[src/rtl/core/mbe_pkg.sv]
// ----------------------------------------------------------------------------
// mbe_pkg
// Shared types and constants of the Mandelbrot escape-time block.
// ----------------------------------------------------------------------------
package mbe_pkg;

    localparam int WORD_W     = 64;   // internal fixed-point word
    localparam int IN_W       = 32;   // input point width
    localparam int IN_FRAC    = 28;   // fraction bits of the input point
    localparam int HALF_W     = 32;   // operand width of one partial product
    localparam int ACC_W      = 128;  // full product width
    localparam int LIMIT_W    = 20;
    localparam int CNT_W      = LIMIT_W + 1;
    localparam int ESCAPE_INT = 16;   // escape radius squared

    localparam logic [LIMIT_W-1:0] LIMIT_RESET = LIMIT_W'(100);
    localparam logic [1:0]         STEP_LAST   = 2'd3;

    localparam logic [WORD_W-1:0] WORD_MAX     = {1'b0, {(WORD_W-1){1'b1}}};
    localparam logic [WORD_W-1:0] WORD_NEG_MAX = {1'b1, {(WORD_W-2){1'b0}}, 1'b1};

    typedef enum logic [2:0] {
        ST_IDLE,
        ST_MAG,
        ST_MUL,
        ST_FIX,
        ST_UPDATE
    } state_t;

    typedef struct packed {
        logic       load;
        logic       mag_en;
        logic       mul_en;
        logic [1:0] mul_step;
        logic       fix_en;
        logic       update_en;
    } dp_cmd_t;

    typedef struct packed {
        logic escaped;
        logic over_limit;
    } dp_status_t;

endpackage

[src/rtl/core/mbe_ctrl.sv]
// ----------------------------------------------------------------------------
// mbe_ctrl
// Iteration sequencer: magnitude load, four partial-product steps, scaling,
// then update and exit test, repeated until escape or limit.
// ----------------------------------------------------------------------------
module mbe_ctrl
    import mbe_pkg::*;
(
    input  logic       clk,
    input  logic       rst_n,
    input  logic       start,
    input  dp_status_t status,
    output dp_cmd_t    cmd,
    output logic       busy,
    output logic       done
);

    state_t     state_reg, state_next;
    logic [1:0] step_reg, step_next;
    logic       done_reg, done_next;
    logic       finish;

    assign finish = status.escaped || status.over_limit;

    always_ff @(posedge clk or negedge rst_n)
    begin
        if (!rst_n)
        begin
            state_reg <= ST_IDLE;
            step_reg  <= '0;
            done_reg  <= 1'b0;
        end
        else
        begin
            state_reg <= state_next;
            step_reg  <= step_next;
            done_reg  <= done_next;
        end
    end

    // next state
    always_comb
    begin
        state_next = state_reg;
        step_next  = '0;
        unique case (state_reg)
            ST_IDLE:
            begin
                if (start)
                    state_next = ST_MAG;
            end
            ST_MAG:
            begin
                state_next = ST_MUL;
            end
            ST_MUL:
            begin
                step_next = step_reg + 2'd1;
                if (step_reg == STEP_LAST)
                    state_next = ST_FIX;
            end
            ST_FIX:
            begin
                state_next = ST_UPDATE;
            end
            ST_UPDATE:
            begin
                state_next = finish ? ST_IDLE : ST_MAG;
            end
            default:
            begin
                state_next = ST_IDLE;
            end
        endcase
    end

    // outputs
    always_comb
    begin
        cmd          = '0;
        cmd.mul_step = step_reg;
        done_next    = 1'b0;
        unique case (state_reg)
            ST_IDLE:   cmd.load   = start;
            ST_MAG:    cmd.mag_en = 1'b1;
            ST_MUL:    cmd.mul_en = 1'b1;
            ST_FIX:    cmd.fix_en = 1'b1;
            ST_UPDATE:
            begin
                cmd.update_en = 1'b1;
                done_next     = finish;
            end
            default:   cmd = '0;
        endcase
    end

    assign busy = (state_reg != ST_IDLE);
    assign done = done_reg;

    a_done_not_busy: assert property (@(posedge clk) disable iff (!rst_n)
        done |-> !busy)
        else $error("result strobe while busy");

    a_done_after_update: assert property (@(posedge clk) disable iff (!rst_n)
        done |-> $past(state_reg) == ST_UPDATE)
        else $error("result strobe without an update step");

    a_step_idle: assert property (@(posedge clk) disable iff (!rst_n)
        state_reg != ST_MUL |-> step_reg == 2'd0)
        else $error("partial-product step not cleared");

    a_cmd_exclusive: assert property (@(posedge clk) disable iff (!rst_n)
        $onehot0({cmd.load, cmd.mag_en, cmd.mul_en, cmd.fix_en, cmd.update_en}))
        else $error("overlapping datapath commands");

endmodule

[config.mk]
export PLATFORM = sky130hd
export DESIGN_NAME = mbe_ctrl
export DESIGN_NICKNAME = d
export VERILOG_FILES = /design/src/rtl/core/mbe_pkg.sv /design/src/rtl/core/mbe_ctrl.sv
export SDC_FILE = /design/constraint.sdc
export NUM_CORES = 1
export LEC_CHECK = 0
export ABC_AREA = 1
export BUFFER_PORTS_ARGS = -buffer_cell sky130_fd_sc_hd__buf_2
export CORE_AREA = 10 10 47 49
export CTS_CLUSTER_SIZE = 10
export DETAILED_ROUTE_END_ITERATION = 10
export DIE_AREA = 0 0 57 59
export PLACE_DENSITY = 0.47
export SLEW_MARGIN = 20
export SYNTH_ARGS = -nofsm -noshare
export SYNTH_HDL_FRONTEND = slang
export SYNTH_SLANG_ARGS = --single-unit
export TNS_END_PERCENT = 1
[constraint.sdc]
create_clock -name clk -period 1.4 [get_ports clk]
set_clock_uncertainty 0.1 [all_clocks]
set_input_delay 0.28 -clock clk [delete_from_list [all_inputs] [get_ports clk]]
set_output_delay 0.28 -clock clk [all_outputs]
set_load 0.005 [all_outputs]
; After elaboration in Yosys (flattened, before gate mapping)
; Cells that the tools add are included.
[totals]
elab_cells = 28
in_bits = 5
mem_count = 0
mem_bits_rw = 0
rom_bits = 0
output_inout_bits = 9
reg_bits = 6
latchBits = 0
[op_classes]
bitwise_logic = 0
n_reduce_logical = 5
order_cmp = 0
add_sub_neg = 1
n_shift = 0
mul = 0
mux = 12
eq_ne = 7
div = 0
[op_table]
columns = cell, n
row1 = 3-bit case mux with 5 select lines, 1
row2 = 1-bit 2-to-1 mux, 7
row3 = 3-bit by 2-bit equality test with 1-bit output (second input constant), 2
row4 = 3-bit 2-to-1 mux, 2
row5 = 5-bit OR reduction, 1
row6 = 2-bit 2-to-1 mux, 2
row7 = 2-bit inequality test (second input constant), 2
row8 = 3-bit by 1-bit equality test with 1-bit output (second input constant), 1
row9 = 3-bit equality test (second input constant), 1
row10 = 3-bit zero test, 1
row11 = 3-bit nonzero test, 1
row12 = 2-bit by 1-bit adder with 2-bit output (second input constant), 1
row13 = 2-bit equality test (second input constant), 1
row14 = 2-bit AND reduction, 1
row15 = 1-bit logical OR, 1

; Depth between registers and ports, before layout
; Gate-level depths: netlist of run 1.
[logic_depth]
word_depth = 3
mapped_depth = 5
ltp_nobuf = 5

; Worst setup path after synthesis of run 1
; No wires, ideal clock.
[synth_path]
path_kind = reg-to-output
startpoint = register state_reg[1]
endpoint = output port cmd[6] (netlist name)
t_required_ns = 1.020
setup_slack_ns = 0.194
path_stages_with_launch = 4
arrival_ns = 0.826
n_path_buf = 0
cell_sequence = dfrtp_1 -> nor2_2 -> nand2_1 -> nor2_1
[synth_lines]
columns = element, line_no
row1 = start: declaration, mbe_ctrl.sv:18  ; state_t state_reg, state_next;
row2 = start signal: assignment, mbe_ctrl.sv:35  ; state_reg <= state_next;
row3 = end: declaration, mbe_ctrl.sv:13  ; output dp_cmd_t cmd,

==> run_results.csv, run 1 <==
group,metric,value,unit
run_status,status,"finished, violations left",
run_status,violations,"setup timing",
critical_path,cpLargestDelayFamily,"flip-flops",
timing,period_minus_slack,1.518,ns
synth,netlist_instances,36,
power,vdd_drop_max,0.0008018,V
critical_path,max_stage_delay,0.43,ns
critical_path,regToRegStartpoint,"state_reg[1]",
critical_path,cpMaxStageDelayCell,"dfrtp_2",
power,p_switching,0.0003768,W
power,swShare,38.43,%
global_route,grt_pass1_vias,276,
critical_path,end_kind,"primary output",
floorplan,io_pins,14,
detailed_routing,dr.pass1.iters,1,
critical_path,r2r_slack,0.25,ns
layout,n_antenna_cell,0,
timing,max_freq,658.7,MHz
power,clockPowerShare,15.3,%
detailed_routing,wl,700,um
global_route,grt_max_degree,7,
synth,ys_warn_count,0,
clock_tree,clkLatencyLatePin,0.24,ns
global_route,track_usage,4.551,%
critical_path,cp.arrival,1.14,ns
clock_tree,clock_path_buffers,2,
job,maxCapViolCount,0,
hold_path,min_from,"status[1]",
floorplan,die_w,57,um
clock_tree,clock_sinks,6,
power,p_seq_share,32.8,%
detailed_routing,drt_iter0_drc,0,
clock_tree,cts_tree,"built",
clock_tree,cts_htree_levels,1,
layout,ff_latch_area,153.9,um2
critical_path,cp_max_fo,4,
layout,instances_no_fill,72,
synth,synth_area_per_cell,8.168,um2
hold_path,whs_endpoint,"done",
placement,gp_congestion,0.6660,
timing,setup-violations-final,7,
detailed_routing,ant_nets,0,
global_route,overflow,0,
synth,synthesis.nets,42,
timing,worst_slew_pin_slew,0.1560,ns
synth,synth.distinct_cells,13,
power,internal_power,0.0006037,W
critical_path,crit_start,"state_reg[1]",
clock_tree,ctsRootBufferMaster,"clkbuf_4",
layout,multiInputGateArea,132.6,um2
placement,dp.cells,65,
synth,synth_seq_cells,6,
layout,post-route-util,33.04,%
timing,fin_crit_sh,108.4,%
power,power.density,2118,mW/mm2
timing,relSlewSlack,89.54,%
detailed_routing,drcViolationCount,0,
global_route,antenna_found_initial,0,
floorplan,rows,14,
critical_path,cp.required,1.02,ns
hold_path,hold_path_depth,3,
synth,synth_seq_area_share,51.06,%
critical_path,cp_cell_sequence,"nor2_4, buf_6, o21a_1, buf_2",
layout,final_cell_mix,"12 x buf_2, 7 x nor2_1, 5 x inv_1",
critical_path,reg2reg_depth,4,
power,combPwrFrac,51.8,%
global_route,grt_pass1_wl,1.173,mm
detailed_routing,wl_per_cell,9.722,um
critical_path,crit_path_start_kind,"flip-flop",
detailed_routing,vias,273,
floorplan,die_h,59,um
timing,finalWorstSetupSlack,-0.1182,ns
floorplan,start_util,20.98,%
critical_path,regToRegEndpoint,"state_reg[1]",
layout,fillCellCount,161,
power,p_leak,0.2650,nW
layout,drive_above_1_share,53.57,%
timing,slew_viol_final,0,
layout,final_common_cell,"buf_2",
detailed_routing,avgViaCountPerCell,3.792,
timing,rsz0062_at_grt,"true",
layout,layout.nets,64,
layout,syn_to_final_growth,57.45,%
floorplan,die-area,0.003363,mm2
placement,io_buffers,13,
clock_tree,cts_buffers,3,
placement,hpwl,569.4,um
critical_path,crit_type,"flip-flop to primary output",
critical_path,worst-path-buf-inv,2,
critical_path,critical_path_cell_count,4,
layout,largest_register_ffs,3,
floorplan,coreArea,0.001401,mm2
placement,placed_cell_area,379.1,um2
clock_tree,path_clk_slew,0.04,ns
layout,fin_area,462.9,um2
hold_path,hold_path.class,"input port to flip-flop",
synth,synth_area,294.0,um2
timing,hold_viol_final,0,
==> power groups by stage <==
stage / logic [W] / clock network [W] / registers [W]
global placement: 0.000377 / 0 / 0.000306
floorplan: 0.000232 / 0 / 0.000296
detailed placement: 0.000376 / 0 / 0.000307
finish: 0.000508 / 0.000150 / 0.000322
CTS: 0.000409 / 0.000161 / 0.000319
global route: 0.000583 / 0.000173 / 0.000338
==> cell usage after synthesis <==
cell type	count	area share (%)
or2_1	1	2.1
nand2_2	1	2.1
nor2_1	8	10
ha_1	1	4.3
nand2_1	4	5.1
dfrtp_1	6	51
nor2_2	2	4.3
nor3_1	1	1.7
nand3_1	2	3.4
a21oi_1	1	1.7
o21a_1	2	5.1
inv_2	1	1.3
inv_1	6	7.7
==> worst max path at each step <==
stage / end / slack, ns
6_report: cmd[3] / -0.12
5_1_grt: cmd[3] / -0.18
4_1_cts: cmd[6] / -0.11
3_5_place_dp: cmd[6] / 0.08
3_3_place_gp: cmd[6] / 0.10
2_1_floorplan: cmd[6] / 0.19
==> metal layers <==
layer  part of all wire (%)  track usage, %
met5                      0               0
met4                    1.4           6.040
met3                     11           2.361
met2                     48           5.426
met1                     39           4.910
==> what timing repair did <==
action,4_1_cts,5_1_grt
setup buffers,0,3
endpoints found under the hold margin,6,0
gates resized for setup,4,6
endpoints found under the setup margin,7,8
hold buffers,1,0
pin swaps,3,3
==> worst min-delay path, cell delays in order <==
cell	delay (ns)
buf_2	0.08
nor2_1	0.04
nor2_1	0.09
==> cell families after synthesis <==
family	share of synthesized area (%)
buffers and inverters	8.934
AOI/OAI and AO/OA	6.805
and+or+nand+nor	28.94
DFF	51.06
adders and majority gates	4.255
==> metrics by stage <==
step	hold WS, ns	power [W]	setup TNS [ns]	worst slack [ns]
finish	0.1972	0.0009804	-0.4293	-0.1182
global route	0.2519	0.001094	-0.9572	-0.1830
CTS	0.2001	0.0008881	-0.5256	-0.1085
detailed placement	0.009161	0.0006825	0	0.08111
global placement	0.007454	0.0006836	0	0.1014
floorplan	-0.1156	0.0005281	0	0.1939
==> cell type report <==
cell class	instances	share of cell area, %
clock buffer	3	4.865
tap	16	4.324
multi-input combinational	23	28.65
timing repair buffer	17	23.24
inverter	7	5.676
sequential	6	33.24
Note: power is estimated with default switching activity, not from simulation.
==> run 2, diff against run 1 <==
- CELL_PAD_IN_SITES_DETAIL_PLACEMENT: unset -> 1
- CELL_PAD_IN_SITES_GLOBAL_PLACEMENT: unset -> 2
- CORE_AREA: 10 10 47 49 -> unset
- CORE_MARGIN: unset -> 10
- CORE_UTILIZATION: unset -> 21
- DIE_AREA: 0 0 57 59 -> unset
- PLACE_DENSITY: 0.47 -> 0.72
==> run 2 against run 1 <==
  * The run still ends with setup timing left
  * First-iteration DRC count rose by 2
  * Clock power increased by 3%
  * Utilization rose by 1.4 points
  * Non-clock buffer count unchanged
  * Via count is 5.9% higher
  * Register-to-register slack worse by 0.16 ns
  * Total power down 0.78%
  * Die area shrank 2.0%
==> run_results.csv, run 2 (same netlist as run 1, synthesis figures left out) <==
group,metric,value,unit
run_status,status,"finished, violations left",
run_status,violations,"setup timing",
clock_tree,path_clk_slew,0.05,ns
timing,tns,-0.3882,ns
floorplan,die_h,57.42,um
timing,fin_crit_sh,107.3,%
detailed_routing,drt_iter0_drc,2,
critical_path,max_stage_delay,0.45,ns
detailed_routing,ant_nets,0,
floorplan,die-area,0.003297,mm2
layout,drive_above_1_share,51.79,%
critical_path,regToRegEndpoint,"state_reg[0]",
timing,timing.hold.ws,0.2044,ns
placement,hpwl,627.5,um
power,vdd_drop_max,0.0007809,V
power,power.density,2142,mW/mm2
layout,post-route-util,34.47,%
detailed_routing,route.met2.wl,403,um
timing,rsz0062_at_grt,"true",
critical_path,cp_max_fo,5,
timing,period_minus_slack,1.502,ns
timing,worst_slew_pin_slew,0.1683,ns
critical_path,crit_start,"state_reg[1]",
clock_tree,cts_htree_levels,1,
floorplan,start_util,22.32,%
global_route,grt_pass1_wl,1.449,mm
clock_tree,clkLatencyLatePin,0.24,ns
detailed_routing,wl_met3,32,um
hold_path,hold_path_depth,3,
layout,final_common_cell,"buf_2",
hold_path,whs_endpoint,"done",
clock_tree,ctsRootBufferMaster,"clkbuf_4",
clock_tree,clock_path_buffers,2,
critical_path,cp_cell_sequence,"nor2_4, nand2_2, nor2_1, buf_2",
layout,largest_register_ffs,3,
power,p_leak,0.2644,nW
clock_tree,clock_sinks,6,
critical_path,cp.required,1.02,ns
placement,io_buffers,13,
critical_path,crit_path_start_kind,"flip-flop",
critical_path,cp.arrival,1.12,ns
critical_path,end_kind,"primary output",
detailed_routing,dr.max_layer_used,"met4",
detailed_routing,vias,289,
global_route,grt_pass1_vias,338,
layout,syn_to_final_growth,54.47,%
placement,dp.cells,64,
critical_path,regToRegStartpoint,"state_reg[1]",
global_route,track_usage,5.653,%
floorplan,io_pins,14,
detailed_routing,avgViaCountPerCell,4.070,
floorplan,rows,13,
timing,max_freq,665.8,MHz
hold_path,min_from,"status[1]",
placement,gp_congestion,0.6691,
detailed_routing,wl,787,um
clock_tree,cts_tree,"built",
global_route,antenna_found_initial,0,
detailed_routing,drt-met1-wl,344,um
critical_path,crit_type,"flip-flop to primary output",
floorplan,die_w,57.42,um
floorplan,coreArea,0.001318,mm2
critical_path,reg2reg_depth,7,
clock_tree,cts_buffers,3,
global_route,grt_max_degree,7,
timing,setup-violations-final,7,
layout,layout.nets,64,
critical_path,cpMaxStageDelayCell,"dfrtp_2",
detailed_routing,dr.pass1.iters,2,
critical_path,r2r_slack,0.09,ns
job,maxCapViolCount,0,
global_route,overflow,0,
layout,n_antenna_cell,0,
layout,final_cell_mix,"13 x buf_2, 8 x nor2_1, 5 x inv_1",
timing,relSlewSlack,88.78,%
detailed_routing,wl_per_cell,11.08,um
detailed_routing,drcViolationCount,0,
timing,finalWorstSetupSlack,-0.1020,ns
hold_path,hold_path.class,"input port to flip-flop",
layout,instances_no_fill,71,
timing,slew_viol_final,0,
timing,hold_viol_final,0,
==> run 2: power by group <==
part,leakage (nW),switching [W],internal (W)
Sequential,0.0751,0.0000991,0.000243
Clock,0.0138,0.0000584,0.0000967
Combinational,0.175,0.000230,0.000245
==> run 2: worst max-delay path by stage <==
stage             end  slack [ns]  depth (start not counted)
3_3_place_gp   cmd[6]        0.09                          4
4_1_cts        cmd[6]        -0.1                          4
3_5_place_dp   cmd[6]        0.07                          4
2_1_floorplan  cmd[6]        0.19                          3
5_1_grt        cmd[6]       -0.19                          4
6_report       cmd[6]       -0.10                          4
==> run 2: cell type report <==
cell class              instances  area, um2
well taps                      15      18.77
multi-input cells              23      135.1
fillers                       163      863.3
flip-flops and latches          6      153.9
clock buffers                   3      22.52
inverters                       7      26.28
repair buffers                 17      97.59
==> run 2: critical path, delay by kind of cell, from the launching register on <==
kind | cells | cell delay (ns)
and+or+nand+nor | 3 | 0.32
DFF | 1 | 0.45
buffers and inverters | 1 | 0.12
==> run 2: metrics by stage <==
stage | setup slack, ns | area (um2) | total power, W
floorplan | 0.1939 | 294.0 | 0.0005281
global placement | 0.08596 | 377.9 | 0.0006879
detailed placement | 0.07435 | 377.9 | 0.0006908
CTS | -0.09895 | 441.7 | 0.0009545
global route | -0.1873 | 454.2 | 0.001088
finish | -0.1020 | 454.2 | 0.0009728
==> run 2: what timing repair did <==
action	4_1_cts	5_1_grt
endpoints found under the hold margin	6	0
buffers inserted	3	0
resized for setup	4	4
pin swaps	3	2
hold buffers	1	0
setup endpoints to repair	7	8
==> run 2: per-layer routing <==
metal	vias to the layer above	GRT usage, %
met5	-	0
met4	0	5.034
met3	2	2.212
met2	7	9.049
met1	129	5.508
li1	151	-
==> run 3, diff against run 2 <==
- ABC_AREA: 1 -> unset
- CORE_UTILIZATION: 21 -> 24
==> run 3 against run 2 <==
  * The flow still finishes with violations (setup timing)
  * Utilization up 7.7 points
  * Register-to-register slack worse by 0.11 ns
  * Sequential share of layout area is 3.5 points lower
==> run_results.csv, run 3 <==
group,metric,value,unit
timing,slew_viol_final,0,
floorplan,coreArea,0.001171,mm2
layout,largest_register_ffs,3,
power,combPwrFrac,55.9,%
layout,fillCellCount,144,
synth,synth_area_leader_cell,"dfrtp_1",
clock_tree,ctsRootBufferMaster,"clkbuf_4",
global_route,track_usage,5.758,%
critical_path,cp.required,1.02,ns
detailed_routing,wl,842,um
power,total_power,0.0009713,W
detailed_routing,dr.pass1.iters,4,
floorplan,rows,12,
synth,synth_common_cells,"6 x dfrtp_1, 3 x and2_1, 2 x and3b_2, 2 x nor3b_1, 2 x or2_2",
synth,yosys-top-cells-area,"dfrtp_1 48%, and3b_2 6.4%, and2_1 6.0%, nor3b_1 4.8%, ha_1 4.0%",
layout,instances_no_fill,62,
timing,rsz0062_at_grt,"true",
timing,finalWorstSetupSlack,-0.1935,ns
power,p_leak,0.2650,nW
power,p_switching,0.0003181,W
clock_tree,path_clk_slew,0.04,ns
critical_path,cp.arrival,1.21,ns
power,power.density,1965,mW/mm2
synth,synth.distinct_cells,17,
floorplan,io_pins,14,
floorplan,start_util,26.71,%
critical_path,end_kind,"primary output",
clock_tree,clock_sinks,6,
detailed_routing,drcViolationCount,0,
timing,max_freq,627.6,MHz
placement,dp.cells,57,
power,p_seq_share,28.6,%
critical_path,crit_path_start_kind,"flip-flop",
synth,synth.most_common_cell,"dfrtp_1",
floorplan,die_w,56.10,um
detailed_routing,drt_iter0_drc,2,
timing,hold_viol_final,0,
floorplan,die_h,56.10,um
layout,post-route-util,42.20,%
layout,final_cell_mix,"12 x buf_2, 6 x dfrtp_1, 4 x buf_6, 3 x and2_1, 3 x clkbuf_4",
global_route,grt_pass1_vias,290,
timing,fin_crit_sh,113.8,%
synth,synth_seq_cells,6,
job,maxCapViolCount,0,
power,internal_power,0.0006531,W
layout,layout.nets,56,
clock_tree,cts_buffers,3,
synth,ys_warn_count,0,
timing,tns,-1.004,ns
hold_path,hold_path.class,"input port to flip-flop",
detailed_routing,ant_nets,0,
global_route,grt_pass1_wl,1.483,mm
synth,synth_area,312.8,um2
detailed_routing,vias,275,
synth,synth_area_per_cell,11.59,um2
placement,gp_congestion,0.7283,
synth,async_flop_share,100.0,%
timing,period_minus_slack,1.593,ns
synth,synth-edff-count,0,
placement,io_buffers,13,
clock_tree,cts_htree_levels,1,
synth,netlist_instances,27,
detailed_routing,wl_per_cell,13.58,um
timing,relSlewSlack,88.80,%
clock_tree,cts_tree,"built",
power,swShare,32.76,%
critical_path,cp_max_fo,4,
global_route,grt_max_degree,9,
timing,timing.hold.ws,0.1580,ns
layout,n_antenna_cell,0,
synth,ys.flop_type,"dfrtp_1",
power,vdd_drop_max,0.0008079,V
synth,synth_seq_area_share,48.00,%
detailed_routing,avgViaCountPerCell,4.435,
global_route,antenna_found_initial,0,
timing,setup-violations-final,9,
critical_path,crit_type,"flip-flop to primary output",
clock_tree,clock_path_buffers,2,
run_status,status,"finished, violations left",
layout,drive_above_1_share,62.50,%
layout,final_common_cell,"buf_2",
layout,ff_latch_area,150.1,um2
synth,synthesis.nets,33,
timing,worst_slew_pin_slew,0.1634,ns
clock_tree,clkLatencyLatePin,0.23,ns
layout,multiInputGateArea,170.2,um2
power,clockPowerShare,15.5,%
run_status,violations,"setup timing",
synth,synth_top_area_share,48.00,%
global_route,overflow,0,
floorplan,die-area,0.003147,mm2
layout,syn_to_final_growth,58.00,%
==> run 3: cell count changes in the layout (fill, tap and decap cells not counted), moves of 3 or more <==
cell | previous run | this run
dfrtp_2 | 3 | 0
and2_1 | 0 | 3
nor2_1 | 8 | 0
nand2_1 | 3 | 0
dfrtp_1 | 3 | 6
inv_1 | 5 | 1
buf_6 | 0 | 4
==> run 3: worst paths after layout <==
check | startpoint | cells past startpoint | slack [ns] | endpoint
min reg2reg | step_reg[0] | 1 | 0.37 | step_reg[0]
max in group asynchronous | rst_n | 2 | 0.76 | state_reg[2]
min | status[1] | 2 | 0.16 | done
min in group asynchronous | rst_n | 2 | 0.30 | step_reg[0]
max | state_reg[1] | 3 | -0.19 | cmd[6]
max reg2reg | state_reg[1] | 3 | -0.02 | state_reg[0]
==> run 3: power groups by stage <==
stage / clock (W) / sequential (W) / combinational, W
after detailed placement: 0 / 0.000282 / 0.000457
after CTS: 0.000161 / 0.000273 / 0.000506
after floorplan: 0 / 0.000280 / 0.000253
final: 0.000150 / 0.000278 / 0.000543
after global routing: 0.000171 / 0.000285 / 0.000614
after global placement: 0 / 0.000274 / 0.000433
==> run 3: area by class of cell <==
class	count	share of cell area, %
Inverter	1	0.7595
Clock buffer	3	4.557
Tap cell	14	3.544
Timing Repair Buffer	19	26.33
Sequential cell	6	30.38
Multi-Input combinational cell	19	34.43
==> run 3: repair_timing <==
action,CTS,global route
setup endpoints to repair,8,9
pin swaps,3,1
gates resized for setup,3,5
hold buffers,1,0
setup buffers,1,0
hold endpoints to repair,6,0
==> run 3: per-layer routing <==
| metal | vias to the layer above | global-route usage (%) | wire length (um) |
|---|---|---|---|
| met5 | - | 0 | 0 |
| met4 | 0 | 2.048 | 0 |
| met3 | 0 | 2.961 | 73 |
| met2 | 10 | 9.606 | 413 |
| met1 | 128 | 6.000 | 355 |
| li1 | 137 | - | - |
==> run 3: cell families (layout without fill, tap and decap cells) <==
kind of cell | after synthesis | after routing | share of synthesized area, %
AO/OA/AOI/OAI | 3 | 3 | 6.001
flip-flops | 6 | 6 | 48.00
adder cells (fa/ha/maj) | 1 | 1 | 3.999
AND/OR/NAND/NOR | 14 | 14 | 34.00
buffers and inverters | 2 | 23 | 4.799
multiplexers | 1 | 1 | 3.200
==> run 3: metrics by stage <==
step           setup WS [ns]  instance area (um2)
2_1_floorplan        0.05790                319.1
5_1_grt              -0.2584                494.2
4_1_cts              -0.2201                474.2
6_report             -0.1935                494.2
3_3_place_gp         0.04035                420.4
3_5_place_dp        0.005276                420.4
==> run 3: critical path: stages (launching register included) <==
cell	delay, ns
dfrtp_1	0.41
or3_4	0.38
nor2_2	0.08
buf_2	0.11
